File: src/hdl/qbp_pkg.sv
// ============================================================================
// qbp_pkg
// Shared types, constants and the Bernstein weight function for the quartic
// Bezier polyline generator.
// ============================================================================
package qbp_pkg;

   // 8.8 fixed point: one fractional byte
   localparam int FRAC_BITS   = 8;
   localparam int ONE_FIXED   = 256;
   // quartic curve: five control points
   localparam int NUM_CTRL    = 5;
   // a truncated weight never exceeds 256
   localparam int WEIGHT_BITS = 9;

   typedef logic [WEIGHT_BITS-1:0] weight_type;

   // control bits that travel with each segment down the pipeline
   typedef struct packed {
      logic valid;
      logic first;
      logic last;
   } stage_ctrl_type;

   // Bernstein weight k at parameter t, truncating after every fixed-point product
   function automatic weight_type bez_weight(input int t, input int k);
      int t2, t3, t4, mt, mt2, mt3, mt4, w;
      t2  = (t * t) >> FRAC_BITS;
      t3  = (t2 * t) >> FRAC_BITS;
      t4  = (t3 * t) >> FRAC_BITS;
      mt  = ONE_FIXED - t;
      mt2 = (mt * mt) >> FRAC_BITS;
      mt3 = (mt2 * mt) >> FRAC_BITS;
      mt4 = (mt3 * mt) >> FRAC_BITS;
      case (k)
         0:       w = mt4;
         1:       w = 4 * ((mt3 * t) >> FRAC_BITS);
         2:       w = 6 * ((mt2 * t2) >> FRAC_BITS);
         3:       w = 4 * ((mt * t3) >> FRAC_BITS);
         default: w = t4;
      endcase
      return weight_type'(w);
   endfunction

endpackage

File: src/hdl/quartic_bezier_polyline.sv
// Each curve transaction on the request side (five control points) produces
// SEGMENTS + 1 segment transactions on the response side: the SEGMENTS chords
// of the sampled curve starting at P0, then a closing segment back to P0 with
// rsp_tlast high. A sequencer issues one segment per cycle, unless the
// response side stalls, into a four-stage pipeline (weight lookup, multiply,
// sum, output register), so a curve issues SEGMENTS + 1 segments and the
// next curve is taken in the cycle its last segment issues. An accepted curve
// is registered in the sequencer before its segments enter the pipeline. A
// stall on the response side freezes the whole pipeline.
// ============================================================================
// quartic_bezier_polyline
// Quartic Bezier curve to closed polyline, 1.8 fixed-point Bernstein weights.
// ============================================================================
module quartic_bezier_polyline #(
   parameter int SEGMENTS   = 14,
   parameter int COORD_BITS = 10,
   localparam int REQ_W     = ((10 * COORD_BITS + 7) / 8) * 8,
   localparam int RSP_W     = ((4 * COORD_BITS + 7) / 8) * 8
) (
   input  logic             clock,
   input  logic             reset,
   input  logic             req_tvalid,
   output logic             req_tready,
   // p0_x, p0_y, p1_x, p1_y, p2_x, p2_y, p3_x, p3_y, p4_x, p4_y, zero pad
   input  logic [REQ_W-1:0] req_tdata,
   output logic             rsp_tvalid,
   input  logic             rsp_tready,
   // seg_x_start, seg_y_start, seg_x_end, seg_y_end, zero pad
   output logic [RSP_W-1:0] rsp_tdata,
   // last_segment
   output logic             rsp_tlast
);
   import qbp_pkg::*;

   localparam int CNT_W  = $clog2(SEGMENTS + 2);
   localparam int TBL_N  = SEGMENTS + 2;
   localparam int PROD_W = COORD_BITS + WEIGHT_BITS;
   localparam int SUM_W  = PROD_W + 3;
   localparam logic [CNT_W-1:0] FIRST_IDX = CNT_W'(1);
   localparam logic [CNT_W-1:0] LAST_IDX  = CNT_W'(SEGMENTS + 1);

   typedef logic [COORD_BITS-1:0] coord_type;

   // ------------------------------------------------------------------
   // constant weight table, one row per segment index
   // ------------------------------------------------------------------
   weight_type wt_table [TBL_N][NUM_CTRL];

   for (genvar g = 0; g < TBL_N; g++) begin : g_row
      localparam int TV = (g * ONE_FIXED) / SEGMENTS;
      for (genvar k = 0; k < NUM_CTRL; k++) begin : g_col
         if (g >= 1 && g <= SEGMENTS) begin : g_used
            assign wt_table[g][k] = bez_weight(TV, k);
         end else begin : g_zero
            assign wt_table[g][k] = '0;
         end
      end
   end

   // ------------------------------------------------------------------
   // pipeline enable: move everything unless the output is stuck
   // ------------------------------------------------------------------
   logic advance;
   assign advance = rsp_tready || !rsp_tvalid;

   // ------------------------------------------------------------------
   // sequencer: hold the curve and, while the pipeline advances, issue one segment index per cycle
   // ------------------------------------------------------------------
   logic             busy_ff, busy_in;
   logic [CNT_W-1:0] seg_cnt_ff, seg_cnt_in;
   coord_type        cx_ff [NUM_CTRL];
   coord_type        cy_ff [NUM_CTRL];
   logic             req_take;

   assign req_tready = advance && (!busy_ff || seg_cnt_ff == LAST_IDX);
   assign req_take   = req_tvalid && req_tready;

   always_comb begin
      busy_in    = busy_ff;
      seg_cnt_in = seg_cnt_ff;
      if (busy_ff && advance) begin
         if (seg_cnt_ff == LAST_IDX) begin
            busy_in = 1'b0;
         end else begin
            seg_cnt_in = seg_cnt_ff + CNT_W'(1);
         end
      end
      if (req_take) begin
         busy_in    = 1'b1;
         seg_cnt_in = FIRST_IDX;
      end
   end

   always_ff @(posedge clock) begin
      if (reset) begin
         busy_ff    <= 1'b0;
         seg_cnt_ff <= FIRST_IDX;
      end else begin
         busy_ff    <= busy_in;
         seg_cnt_ff <= seg_cnt_in;
      end
   end

   // capture the control points of an accepted curve
   always_ff @(posedge clock) begin
      if (req_take) begin
         for (int k = 0; k < NUM_CTRL; k++) begin
            cx_ff[k] <= req_tdata[(2 * k) * COORD_BITS +: COORD_BITS];
            cy_ff[k] <= req_tdata[(2 * k + 1) * COORD_BITS +: COORD_BITS];
         end
      end
   end

   // ------------------------------------------------------------------
   // stage 1: weight lookup
   // ------------------------------------------------------------------
   stage_ctrl_type s1_ctrl_ff, s1_ctrl_in;
   weight_type     s1_w_ff  [NUM_CTRL];
   coord_type      s1_cx_ff [NUM_CTRL];
   coord_type      s1_cy_ff [NUM_CTRL];

   always_comb begin
      s1_ctrl_in.valid = busy_ff;
      s1_ctrl_in.first = (seg_cnt_ff == FIRST_IDX);
      s1_ctrl_in.last  = (seg_cnt_ff == LAST_IDX);
   end

   always_ff @(posedge clock) begin
      if (reset) begin
         s1_ctrl_ff <= '0;
      end else if (advance) begin
         s1_ctrl_ff <= s1_ctrl_in;
      end
   end

   always_ff @(posedge clock) begin
      if (advance) begin
         for (int k = 0; k < NUM_CTRL; k++) begin
            s1_w_ff[k]  <= wt_table[seg_cnt_ff][k];
            s1_cx_ff[k] <= cx_ff[k];
            s1_cy_ff[k] <= cy_ff[k];
         end
      end
   end

   // ------------------------------------------------------------------
   // stage 2: weight times control point
   // ------------------------------------------------------------------
   stage_ctrl_type    s2_ctrl_ff;
   logic [PROD_W-1:0] s2_px_ff [NUM_CTRL];
   logic [PROD_W-1:0] s2_py_ff [NUM_CTRL];
   logic [PROD_W-1:0] s2_px_in [NUM_CTRL];
   logic [PROD_W-1:0] s2_py_in [NUM_CTRL];
   coord_type         s2_p0x_ff, s2_p0y_ff;

   always_comb begin
      for (int k = 0; k < NUM_CTRL; k++) begin
         s2_px_in[k] = PROD_W'(s1_cx_ff[k]) * PROD_W'(s1_w_ff[k]);
         s2_py_in[k] = PROD_W'(s1_cy_ff[k]) * PROD_W'(s1_w_ff[k]);
      end
   end

   always_ff @(posedge clock) begin
      if (reset) begin
         s2_ctrl_ff <= '0;
      end else if (advance) begin
         s2_ctrl_ff <= s1_ctrl_ff;
      end
   end

   always_ff @(posedge clock) begin
      if (advance) begin
         s2_px_ff  <= s2_px_in;
         s2_py_ff  <= s2_py_in;
         s2_p0x_ff <= s1_cx_ff[0];
         s2_p0y_ff <= s1_cy_ff[0];
      end
   end

   // ------------------------------------------------------------------
   // stage 3: sum the products and drop the fraction
   // ------------------------------------------------------------------
   stage_ctrl_type   s3_ctrl_ff;
   coord_type        s3_x_ff, s3_y_ff, s3_p0x_ff, s3_p0y_ff;
   logic [SUM_W-1:0] sum_x, sum_y;

   always_comb begin
      sum_x = '0;
      sum_y = '0;
      for (int k = 0; k < NUM_CTRL; k++) begin
         sum_x = sum_x + SUM_W'(s2_px_ff[k]);
         sum_y = sum_y + SUM_W'(s2_py_ff[k]);
      end
   end

   always_ff @(posedge clock) begin
      if (reset) begin
         s3_ctrl_ff <= '0;
      end else if (advance) begin
         s3_ctrl_ff <= s2_ctrl_ff;
      end
   end

   always_ff @(posedge clock) begin
      if (advance) begin
         s3_x_ff   <= sum_x[FRAC_BITS +: COORD_BITS];
         s3_y_ff   <= sum_y[FRAC_BITS +: COORD_BITS];
         s3_p0x_ff <= s2_p0x_ff;
         s3_p0y_ff <= s2_p0y_ff;
      end
   end

   // ------------------------------------------------------------------
   // output register: chain from the previous point, close back to P0
   // ------------------------------------------------------------------
   logic      rsp_valid_ff;
   logic      rsp_last_ff;
   coord_type xs_ff, ys_ff, xe_ff, ye_ff;
   coord_type xs_in, ys_in, xe_in, ye_in;
   coord_type prev_x_ff, prev_y_ff;

   always_comb begin
      xs_in = s3_ctrl_ff.first ? s3_p0x_ff : prev_x_ff;
      ys_in = s3_ctrl_ff.first ? s3_p0y_ff : prev_y_ff;
      xe_in = s3_ctrl_ff.last  ? s3_p0x_ff : s3_x_ff;
      ye_in = s3_ctrl_ff.last  ? s3_p0y_ff : s3_y_ff;
   end

   always_ff @(posedge clock) begin
      if (reset) begin
         rsp_valid_ff <= 1'b0;
      end else if (advance) begin
         rsp_valid_ff <= s3_ctrl_ff.valid;
      end
   end

   always_ff @(posedge clock) begin
      if (advance && s3_ctrl_ff.valid) begin
         xs_ff       <= xs_in;
         ys_ff       <= ys_in;
         xe_ff       <= xe_in;
         ye_ff       <= ye_in;
         rsp_last_ff <= s3_ctrl_ff.last;
         prev_x_ff   <= xe_in;
         prev_y_ff   <= ye_in;
      end
   end

   assign rsp_tvalid = rsp_valid_ff;
   assign rsp_tlast  = rsp_last_ff;

   always_comb begin
      rsp_tdata = '0;
      rsp_tdata[0 * COORD_BITS +: COORD_BITS] = xs_ff;
      rsp_tdata[1 * COORD_BITS +: COORD_BITS] = ys_ff;
      rsp_tdata[2 * COORD_BITS +: COORD_BITS] = xe_ff;
      rsp_tdata[3 * COORD_BITS +: COORD_BITS] = ye_ff;
   end

   // ------------------------------------------------------------------
   // checks
   // ------------------------------------------------------------------
   a_take_restarts: assert property (@(posedge clock) disable iff (reset)
      req_take |=> (busy_ff && seg_cnt_ff == FIRST_IDX))
      else $error("accepted curve did not restart the sequencer");

   a_stall_holds_seq: assert property (@(posedge clock) disable iff (reset)
      (busy_ff && !advance) |=> (busy_ff && $stable(seg_cnt_ff)))
      else $error("sequencer moved during a stall");

   a_close_zero_weight: assert property (@(posedge clock) disable iff (reset)
      (s1_ctrl_ff.valid && s1_ctrl_ff.last) |->
         (s1_w_ff[0] == '0 && s1_w_ff[4] == '0))
      else $error("closing segment carries nonzero weights");

   a_stall_holds_pipe: assert property (@(posedge clock) disable iff (reset)
      !advance |=> ($stable(s3_ctrl_ff) && $stable(s2_ctrl_ff)))
      else $error("pipeline moved during a stall");

endmodule

File: config.mk
export PLATFORM = sky130hd
export DESIGN_NAME = quartic_bezier_polyline
export DESIGN_NICKNAME = d
export VERILOG_FILES = /design/src/hdl/qbp_pkg.sv /design/src/hdl/quartic_bezier_polyline.sv
export SDC_FILE = /design/constraint.sdc
export NUM_CORES = 2
export LEC_CHECK = 0
export BUFFER_PORTS_ARGS = -buffer_cell sky130_fd_sc_hd__buf_4
export CORE_AREA = 2 2 436 222
export DETAILED_ROUTE_END_ITERATION = 16
export DIE_AREA = 0 0 438 224
export PLACE_DENSITY_LB_ADDON = 0.12
export RECOVER_POWER = 100
export SYNTH_ARGS = -nofsm -noshare
export SYNTH_HDL_FRONTEND = slang
export SYNTH_SLANG_ARGS = --single-unit
File: constraint.sdc
create_clock -name clock -period 19.2 [get_ports clock]
set_input_delay 0 -clock clock [delete_from_list [all_inputs] [get_ports clock]]
set_output_delay 0 -clock clock [all_outputs]
set_load 0.1 [all_outputs]
==> impl_metrics.toml <==
[run_status]
status = "finished, violations left"
violations = "max-capacitance violations, max-slew violations"

[timing]
relSlewSlack_pct = -253
holdWs_ns = 0.0785
hold_viol = 0
drv_slew = 594
worst_pin_slew_ns = 5.26
fin_crit_ns = 10.32
fin_crit_sh_pct = 53.8
rsz0062_at_grt = "false"
fin_skew_ns = 0.0207
finalSetupTns_ns = 0
fmax_mhz = 96.9
setup_viol = 0

[clock_network]
root_buffer = "clkbuf_16"
cts_tree = "built"
numCtsBuffers = 53
worstSkewPairLatency_ns = 0.66
postCtsSetupRepairBufs = 0
cts_sinks = 518
cts_max_level = 2
cts_buffer_depth = 3
path_clk_slew_ns = 0.06
cts_resized = 0

[cells_and_area]
final_nets = 4949
area_growth_syn_to_layout_pct = 12.0
design_area_um2 = 47200
drive_gt1_share_pct = 6.17

[routing]
postRouteWirelength_um = 97400
avgRoutedWirePerCell_um = 18.6
dr.pass1.iters = 5
vias = 25400
vias_per_cell = 4.85
ant_nets = 0
drc = 0
drt_iter0_markers = 1711

[synthesis]
synth.avg_cell_area_um2 = 11.4
synth-edff-count = 503
synth_seq_area_share_pct = 36.6
syn_area_um2 = 42100
ys_ff_latch = 518
synthCells = 3690
syn-num-nets = 4711
yosysUniqueCellTypes = 66
async_flop_share_pct = 0
yosys_warnings = 0
synth_ff_type = "edfxtp_1"

[die]
core_area_um2 = 94300
dieArea_um2 = 98100
dieHeight_um = 224
num_io_pins = 151
num_rows = 80
dieWidth_um = 438
start_util_pct = 44.7

[power_and_ir_drop]
p_sw_uw = 2130
swShare_pct = 39.6
comb_power_share_pct = 47.7
pwr-share-seq_pct = 31.3
cellInternalPower_uw = 3250
clkPwrFrac_pct = 21.0
p_leak_uw = 0.0224
p_per_area_nw_per_um2 = 114
vdd_drop_max_uv = 134

[worst_setup_path]
r2r_start = "rsp_tvalid$_SDFFE_PP0N_"
startpoint_type = "flip-flop"
worstReg2RegEnd = "cx_ff[0][44]$_DFFE_PP_"
arrival_ns = 10.34
critical_path_class = "reg -> reg"
r2r_slack_ns = 8.88
endpoint_kind = "flip-flop"
required_ns = 19.22
reg2reg_depth = 7
path_max_fanout = 114

[run]
maxCapViolations = 10

[grt]
grt_first_pass_wirelength_um = 155000
antenna_found_initial = 5
grt_max_degree = 115
grt_overflow = 0
gr-usage-all-layers_pct = 20.7
grt_pass1_vias = 25500

[hold_path]
whs_endpoint = "cx_ff[0][26]$_DFFE_PP_"
hold-path-cell-count = 2
holdCritStartpoint = "req_tdata[46]"
min_path_type = "in -> reg"

[placed_design]
place.port_buffers = 146
hpwl_um = 75400
gp_congestion = 0.882
postPlaceCellArea_um2 = 44600
[per-layer routing]
| metal | wire length, um | track usage (%) | up-vias |
|---|---|---|---|
| li1 | - | - | 12300 |
| met1 | 54600 | 35.4 | 12500 |
| met2 | 34300 | 25.6 | 540 |
| met3 | 7370 | 5.09 | 77 |
| met4 | 1170 | 3.23 | 0 |
| met5 | 0 | 0 | - |
[cells in the final DEF, fill, tap and decap left out, types with 5 or more instances in the layout]
cell type	n
xnor2_1	107
o31ai_1	6
a21oi_1	96
bufinv_16	8
o211ai_1	8
a21o_1	28
buf_4	9
clkinv_1	8
a31oi_1	9
and2_0	55
nor2_1	106
dlygate4sd3_1	104
xor2_1	32
mux2_2	40
a2111oi_0	6
nand3_1	25
ha_1	467
nor3_1	23
a21boi_0	8
inv_1	754
clkinvlp_4	7
clkbuf_16	54
or2_2	5
nor4_1	5
nand2_1	210
fa_1	446
dfxtp_1	15
edfxtp_1	503
clkinv_2	8
nor2b_1	16
o21bai_1	16
nand2b_1	20
clkbuf_1	57
a211oi_1	12
and2_1	462
clkbuf_4	97
and3_1	10
o21ai_0	46
o21a_1	20
[what timing repair did]
item,in CTS,in global routing
endpoints found under the setup margin,0,0
endpoints found under the hold margin,115,0
hold buffers,104,0
[state kept, by name, summed over array words and instances (netlist names), 4 cells and up]
name and count:
cx_ff 50, cy_ff 50, prev_x_ff 10, prev_y_ff 10, s1_cx_ff 50, s1_cy_ff 50, s1_w_ff 32, s2_p0x_ff 10
s2_p0y_ff 10, s2_px_ff 85, s2_py_ff 85, s3_p0x_ff 10, s3_p0y_ff 10, s3_x_ff 10, s3_y_ff 10, seg_cnt_ff 4
xs_ff 10, ys_ff 10
[synthesized netlist by cell type, drive strengths merged, types with 23 or more instances]
cell / instances / area (um2)
xnor2: 107 / 937
clkbuf: 81 / 304
nand3: 25 / 125
a21oi: 97 / 519
inv: 755 / 2830
ha: 467 / 5840
edfxtp: 503 / 15100
and2: 517 / 3230
nor2: 107 / 402
nor3: 23 / 115
xor2: 32 / 280
o21ai: 47 / 250
mux2: 40 / 450
a21o: 28 / 210
fa: 446 / 8930
nand2: 210 / 788
[final cells by class]
cell class	count	area, um2
fill	8678	47100
clock inverter	42	488
multi-input combinational	2333	23400
timing repair buffer	266	2050
clock buffer	55	1360
tap	1271	1590
antenna	2	5.00
sequential	518	15400
inverter	756	2840
[power by group through the flow]
stage               registers [uW]  clock network, uW  logic (uW)
finish                        1690               1130        2570
global route                  1710               1210        2950
CTS                           1680               1170        2630
detailed placement            1710                  0        2590
global placement              1710                  0        2580
floorplan                     1640                  0        1890
[stage by stage]
| step | setup WS (ns) | power [uW] | util [%] | std cells |
|---|---|---|---|---|
| final | 8.88 | 5380 | 50.0 | 5243 |
| after global routing | 7.46 | 5860 | 50.0 | 5241 |
| after CTS | 13.83 | 5480 | 50.4 | 5241 |
| after detailed placement | 13.86 | 4300 | 47.3 | 5040 |
| after global placement | 13.87 | 4290 | 47.3 | 5040 |
| after floorplan | 2.32 | 3530 | - | 3690 |
[logic make-up after synthesis]
family | after synthesis | synth area share, %
AO/OA/AOI/OAI | 285 | 4.61
adder cells (fa/ha/maj) | 913 | 35.1
XOR/XNOR | 139 | 2.89
flip-flops | 518 | 36.6
multiplexers | 44 | 1.16
buffers and inverters | 839 | 7.48
AND/OR/NAND/NOR | 952 | 12.2
[critical path: stages, from the launching register on]
cell	delay, ns
dfxtp_1	0.33
nor2b_1	0.12
clkbuf_1	0.52
clkinvlp_2	4.15
nand2_1	1.49
nor2_4	0
clkbuf_1	1.65
clkbuf_1	1.38
[worst max path at each step]
stage	from	depth (start not counted)	to
2_1_floorplan	rsp_tvalid$_SDFFE_PP0N_	6	cx_ff[0][0]$_DFFE_PP_
3_3_place_gp	s1_w_ff[0][36]$_DFFE_PN_	15	s2_px_ff[17]$_DFFE_PN_
3_5_place_dp	s1_w_ff[0][36]$_DFFE_PN_	15	s2_px_ff[15]$_DFFE_PN_
4_1_cts	s1_w_ff[0][36]$_DFFE_PN_	15	s2_px_ff[15]$_DFFE_PN_
5_1_grt	rsp_tvalid$_SDFFE_PP0N_	7	cx_ff[0][48]$_DFFE_PP_
6_report	rsp_tvalid$_SDFFE_PP0N_	7	cx_ff[0][44]$_DFFE_PP_
No activity file was read; power rests on OpenSTA's default activity.
